==> src/hw/rtl/assert_macros.svh <==
// ----------------------------------------------------------------------------
// assertion macros
// shared concurrent assertion forms, clocked on clk_i, disabled in reset
// ----------------------------------------------------------------------------
`ifndef ASSERT_MACROS_SVH
`define ASSERT_MACROS_SVH

// plain property
`define NOAM_ASSERT(name, prop, msg) \
  name: assert property (@(posedge clk_i) disable iff (!rst_ni) (prop)) else $error(msg);

// same-cycle implication
`define NOAM_ASSERT_IMPLIES(name, ante, cons, msg) \
  name: assert property (@(posedge clk_i) disable iff (!rst_ni) (ante) |-> (cons)) else $error(msg);

// next-cycle implication
`define NOAM_ASSERT_NEXT(name, ante, cons, msg) \
  name: assert property (@(posedge clk_i) disable iff (!rst_ni) (ante) |=> (cons)) else $error(msg);

`endif

==> src/hw/rtl/noam_pkg.sv <==
// ----------------------------------------------------------------------------
// noam_pkg
// types, constants and helpers of the nearest object associate/merge core
// ----------------------------------------------------------------------------
package noam_pkg;

  localparam int unsigned MAX_OBJECTS_DEF = 64;

  localparam int unsigned CLASS_W  = 5;
  localparam int unsigned POS_W    = 24;
  localparam int unsigned W16      = 16;
  localparam int unsigned OBJ_ID_W = 7;
  localparam int unsigned SQ_W     = 2 * POS_W;
  localparam int unsigned DIST_W   = SQ_W + 2;
  localparam int unsigned R2_W     = 2 * W16;
  localparam int unsigned CFG_IDX_W = 2;

  localparam logic [CLASS_W-1:0] CLASS_BOTTLE  = 5'd5;
  localparam logic [CLASS_W-1:0] CLASS_CHAIR   = 5'd9;
  localparam logic [CLASS_W-1:0] CLASS_MONITOR = 5'd20;

  // 0.6 m, 0.2 m, 1.0 m and 0.5 m in 1/1024 m
  localparam logic [W16-1:0] RADIUS_DEFAULT_RST = 16'd614;
  localparam logic [W16-1:0] RADIUS_BOTTLE_RST  = 16'd205;
  localparam logic [W16-1:0] RADIUS_CHAIR_RST   = 16'd1024;
  localparam logic [W16-1:0] RADIUS_MONITOR_RST = 16'd512;

  typedef enum logic [CFG_IDX_W-1:0] {
    CFG_RADIUS_DEFAULT = 2'd0,
    CFG_RADIUS_BOTTLE  = 2'd1,
    CFG_RADIUS_CHAIR   = 2'd2,
    CFG_RADIUS_MONITOR = 2'd3
  } cfg_reg_e;

  typedef enum logic [2:0] {
    ST_IDLE,
    ST_SCAN,
    ST_DRAIN,
    ST_DECIDE,
    ST_MERGE
  } noam_state_e;

  typedef struct packed {
    logic [CLASS_W-1:0]      category;
    logic signed [POS_W-1:0] pos_x;
    logic signed [POS_W-1:0] pos_y;
    logic signed [POS_W-1:0] pos_z;
    logic [W16-1:0]          confidence;
    logic [W16-1:0]          extent;
  } noam_item_t;

  typedef struct packed {
    logic [OBJ_ID_W-1:0] entry_num;
    logic                was_merged;
    logic                table_full;
  } noam_result_t;

  typedef struct packed {
    logic load;
    logic scan;
    logic rd_best;
    logic merge_wr;
    logic append_wr;
    logic report_full;
  } noam_cmd_t;

  typedef struct packed {
    logic scan_done;
    logic pipe_busy;
    logic match;
    logic full;
  } noam_sts_t;

  function automatic logic [POS_W-1:0] abs_diff(logic signed [POS_W-1:0] a,
                                                 logic signed [POS_W-1:0] b);
    logic signed [POS_W:0] ae;
    logic signed [POS_W:0] be;
    logic signed [POS_W:0] d;
    ae = {a[POS_W-1], a};
    be = {b[POS_W-1], b};
    d  = (ae >= be) ? (ae - be) : (be - ae);
    return d[POS_W-1:0];
  endfunction

  function automatic logic signed [POS_W-1:0] mean_pos(logic signed [POS_W-1:0] a,
                                                       logic signed [POS_W-1:0] b);
    logic signed [POS_W:0] s;
    s = {a[POS_W-1], a} + {b[POS_W-1], b};
    return s[POS_W:1];
  endfunction

  function automatic logic [W16-1:0] mean_u16(logic [W16-1:0] a, logic [W16-1:0] b);
    logic [W16:0] s;
    s = {1'b0, a} + {1'b0, b};
    return s[W16:1];
  endfunction

endpackage

==> src/hw/rtl/noam_ctrl.sv <==
// ----------------------------------------------------------------------------
// noam_ctrl
// sequencer: scan, drain, decide, merge or append, report
// ----------------------------------------------------------------------------
`include "assert_macros.svh"

module noam_ctrl import noam_pkg::*; (
  input  logic      clk_i,
  input  logic      rst_ni,
  input  logic      start_i,
  output logic      busy_o,
  input  noam_sts_t sts_i,
  output noam_cmd_t cmd_o
);

  noam_state_e state_q, state_d;

  always_ff @(posedge clk_i or negedge rst_ni) begin
    if (!rst_ni) begin
      state_q <= ST_IDLE;
    end else begin
      state_q <= state_d;
    end
  end

  always_comb begin
    state_d = state_q;
    unique case (state_q)
      ST_IDLE: begin
        if (start_i) begin
          state_d = ST_SCAN;
        end
      end
      ST_SCAN: begin
        if (sts_i.scan_done) begin
          state_d = ST_DRAIN;
        end
      end
      ST_DRAIN: begin
        if (!sts_i.pipe_busy) begin
          state_d = ST_DECIDE;
        end
      end
      ST_DECIDE: begin
        state_d = sts_i.match ? ST_MERGE : ST_IDLE;
      end
      ST_MERGE: begin
        state_d = ST_IDLE;
      end
      default: begin
        state_d = ST_IDLE;
      end
    endcase
  end

  always_comb begin
    cmd_o  = '0;
    busy_o = 1'b1;
    unique case (state_q)
      ST_IDLE: begin
        busy_o     = 1'b0;
        cmd_o.load = start_i;
      end
      ST_SCAN: begin
        cmd_o.scan = !sts_i.scan_done;
      end
      ST_DRAIN: begin
      end
      ST_DECIDE: begin
        priority if (sts_i.match) begin
          cmd_o.rd_best = 1'b1;
        end else if (sts_i.full) begin
          cmd_o.report_full = 1'b1;
        end else begin
          cmd_o.append_wr = 1'b1;
        end
      end
      ST_MERGE: begin
        cmd_o.merge_wr = 1'b1;
      end
      default: begin
      end
    endcase
  end

  `NOAM_ASSERT_NEXT(a_start_scans, start_i && !busy_o, state_q == ST_SCAN, "start not taken")
  `NOAM_ASSERT_IMPLIES(a_decide_drained, state_q == ST_DECIDE, !sts_i.pipe_busy,
                       "decision while scan pipeline busy")
  `NOAM_ASSERT_IMPLIES(a_merge_after_decide, state_q == ST_MERGE,
                       $past(state_q) == ST_DECIDE, "merge without decision")

endmodule

==> config.mk <==
export PLATFORM = sky130hd
export DESIGN_NAME = noam_ctrl
export DESIGN_NICKNAME = d
export VERILOG_FILES = /design/src/hw/rtl/noam_pkg.sv /design/src/hw/rtl/noam_ctrl.sv
export VERILOG_INCLUDE_DIRS = /design/src /design/src/hw/rtl
export SDC_FILE = /design/constraint.sdc
export NUM_CORES = 1
export LEC_CHECK = 0
export ABC_AREA = 0
export BUFFER_PORTS_ARGS = -buffer_cell sky130_fd_sc_hd__buf_2
export CORE_AREA = 4 4 41 43
export CTS_BUF_LIST = sky130_fd_sc_hd__clkbuf_2 sky130_fd_sc_hd__clkbuf_4 sky130_fd_sc_hd__clkbuf_8
export DETAILED_ROUTE_END_ITERATION = 6
export DIE_AREA = 0 0 45 47
export GPL_TIMING_DRIVEN = 0
export SYNTH_ARGS = -nofsm -noshare
export SYNTH_HDL_FRONTEND = slang
export SYNTH_SLANG_ARGS = --single-unit
==> constraint.sdc <==
create_clock -name clk_i -period 0.9 [get_ports clk_i]
set_clock_uncertainty 0.1 [all_clocks]
set_input_delay 0.135 -clock clk_i [delete_from_list [all_inputs] [get_ports clk_i]]
set_output_delay 0.135 -clock clk_i [all_outputs]
set_load 0.005 [all_outputs]
==> reports/results.ini <==
[status]
status = finished with violations
violations = negative setup slack

[grt]
gr-total-overflow = 0
grt_util_met2_pct = 8.757
grt_pass1_vias = 236
grt_first_pass_wirelength_um = 979
use_met1_pct = 8.219
grt_use_met3_pct = 4.598
busiest_layer = met2
antenna_found_initial = 0
grt_max_degree = 9
track_usage_pct = 6.962

[yosys]
syn_avg_cell_area_um2 = 9.782
synth_area_um2 = 215.2
synth_nets = 29
synth_warnings = 0
synth-seq-area-share_pct = 34.88
ys_ff_latch = 3
syn_inst = 22
netlist-cell-type-count = 15

[timing]
fmax_ghz = 0.6978
hold_viol = 0
worst_pin_slew_ns = 0.1990
relSlewSlack_pct = 86.73
drv_slew = 0
period_share_pct = 159.2
hold_ws_ns = 0.07439
report.final.setup_viol = 10
rsz0062_at_grt = yes
fin_crit_ns = 1.433
setup_ws_ns = -0.5331

[finish]
final_common_cell = buf_2
largest_register = state_q
final_cell_mix = 13 x buf_2, 4 x clkbuf_4, 3 x buf_6, 3 x nor3b_2
largest_reg_flops = 3
finalNonFillerCells = 58
area_delta_synth_final_pct = 108.7
num-nets-final = 51
design_area_um2 = 449.2
drive_gt1_share_pct = 81.40
largest_registers = state_q: 3 flops
utilization_pct = 34.52
diodes = 0
num-fill-cells = 138

[clock_tree]
cts_num_sinks = 3
htreeDepth = 1
numCtsBuffers = 3
clockRootBuffer = clkbuf_4
cts_tree = done
cts_buffer_depth = 2
clk_pin_slew_worst_paths_ns = 0.04
clock_latency_ns = 0.23

[detailed_routing]
routed_wl_um = 672
viasPerCell = 4.397
remaining_drc_errors = 0
ant_nets = 0
firstDrtPassIters = 2
drt_iter0_drc = 2
via_count = 255
wl_per_cell_um = 11.59

[die]
fp.dieH_um = 47
die-area_um2 = 2115
core_um2 = 1301
start_util_pct = 16.54
dieWidth_um = 45
io_pins = 14
row_count = 13

[power_and_ir_drop]
p_per_area_nw_per_um2 = 2595
p_total_uw = 1166
peakVddDrop_mv = 1.077
p_leak_uw = 0.0002115

[place]
hpwl_um = 428
routabilityCongestion = 0.6477
place_area_um2 = 341.6
numPortBuffers = 13
placedCellCount = 50

[critical_path]
r2r_setup_slack_ns = -0.18
cp-startpoint = state_q[2]
r2r-start = state_q[2]
max_stage_delay_ns = 0.36
reg2reg_depth = 3
start_kind = flop
critPathArrivalTime_ns = 1.20
worst-setup-path-type = reg -> out
worstPathMaxFanout = 6
path_cells = buf_6 > or3_1 > buf_2
cp-endpoint = busy_o
cp-end-kind = output port
worstReg2RegEnd = state_q[0]
cp.required_ns = 0.66
cp_slowest_cell = dfrtp_1

[hold_path]
holdCritPathClass = in -> reg

[run]
drv_cap = 0

==> cell type report <==
class / count / area (µm²) / area share [%]
sequential: 3 / 77.57 / 17.27
tap: 15 / 18.77 / 4.178
timing repair buffer: 18 / 112.6 / 25.07
inverter: 1 / 3.754 / 0.8357
multi-input combinational: 16 / 195.2 / 43.45
buffer: 1 / 11.26 / 2.507
clock buffer: 4 / 30.03 / 6.685
==> per-stage QoR <==
| stage | setup TNS (ns) | setup WS [ns] |
|---|---|---|
| after CTS | -3.906 | -0.5545 |
| final | -3.752 | -0.5331 |
| after global placement | -1.985 | -0.3170 |
| after detailed placement | -1.975 | -0.3190 |
| after floorplan | -0.7171 | -0.1863 |
| after global routing | -4.374 | -0.5921 |
==> cell families (layout without fill, tap and decap cells) <==
group,count (synthesis),count (layout),synth area share (%)
and+or+nand+nor,13,13,43.03
AOI/OAI and AO/OA,3,3,12.79
buffers and inverters,3,24,9.298
DFF,3,3,34.88
==> routing by layer <==
metal | share of wire (%) | vias up
met4 | 0 | 0
li1 | - | 122
met2 | 43 | 14
met1 | 46 | 119
met3 | 11 | 0
met5 | 0 | -
==> report_power, final <==
group	internal, µW	total [µW]	switching [µW]
clock network	196	267	70.4
registers	194	298	104
logic	336	601	265
total	726	1170	439
==> worst max-delay path: cells and delay by family, from the launching register on <==
family        cells  cell delay, ns
buf+inv           2            0.27
flops             1            0.36
simple gates      1            0.34
==> cells in the mapped netlist, drive strengths merged <==
cell type,count,area (µm²)
a21oi,1,5.000
inv,1,3.750
or3,1,6.260
buf,2,16.26
nor4,1,6.260
dfrtp,3,75.07
nor3,2,10.01
nor4b,1,15.01
nor3b,3,22.52
nand2b,3,18.77
a311oi,1,15.01
nand2,1,6.260
o21a,1,7.510
nand3b,1,7.510
==> how the worst min path moves through the flow <==
stage | start | to | slack [ns] | cells after the start
global route | sts_i[3] | state_q[1] | 0.07 | 3
finish | sts_i[3] | state_q[1] | 0.07 | 3
floorplan | rst_ni | state_q[0] | -0.26 | 0
global placement | rst_ni | state_q[1] | -0.17 | 1
CTS | sts_i[3] | state_q[1] | 0.07 | 3
detailed placement | rst_ni | state_q[1] | -0.16 | 1
==> what timing repair did <==
item                                    CTS  global route
hold buffers                              1             0
hold endpoints to repair                  3             0
endpoints found under the setup margin   10            10
resized for setup                         3             8
setup buffers                             2             2
pin swaps                                 0             5
Note: power is estimated with default switching activity, not from simulation.
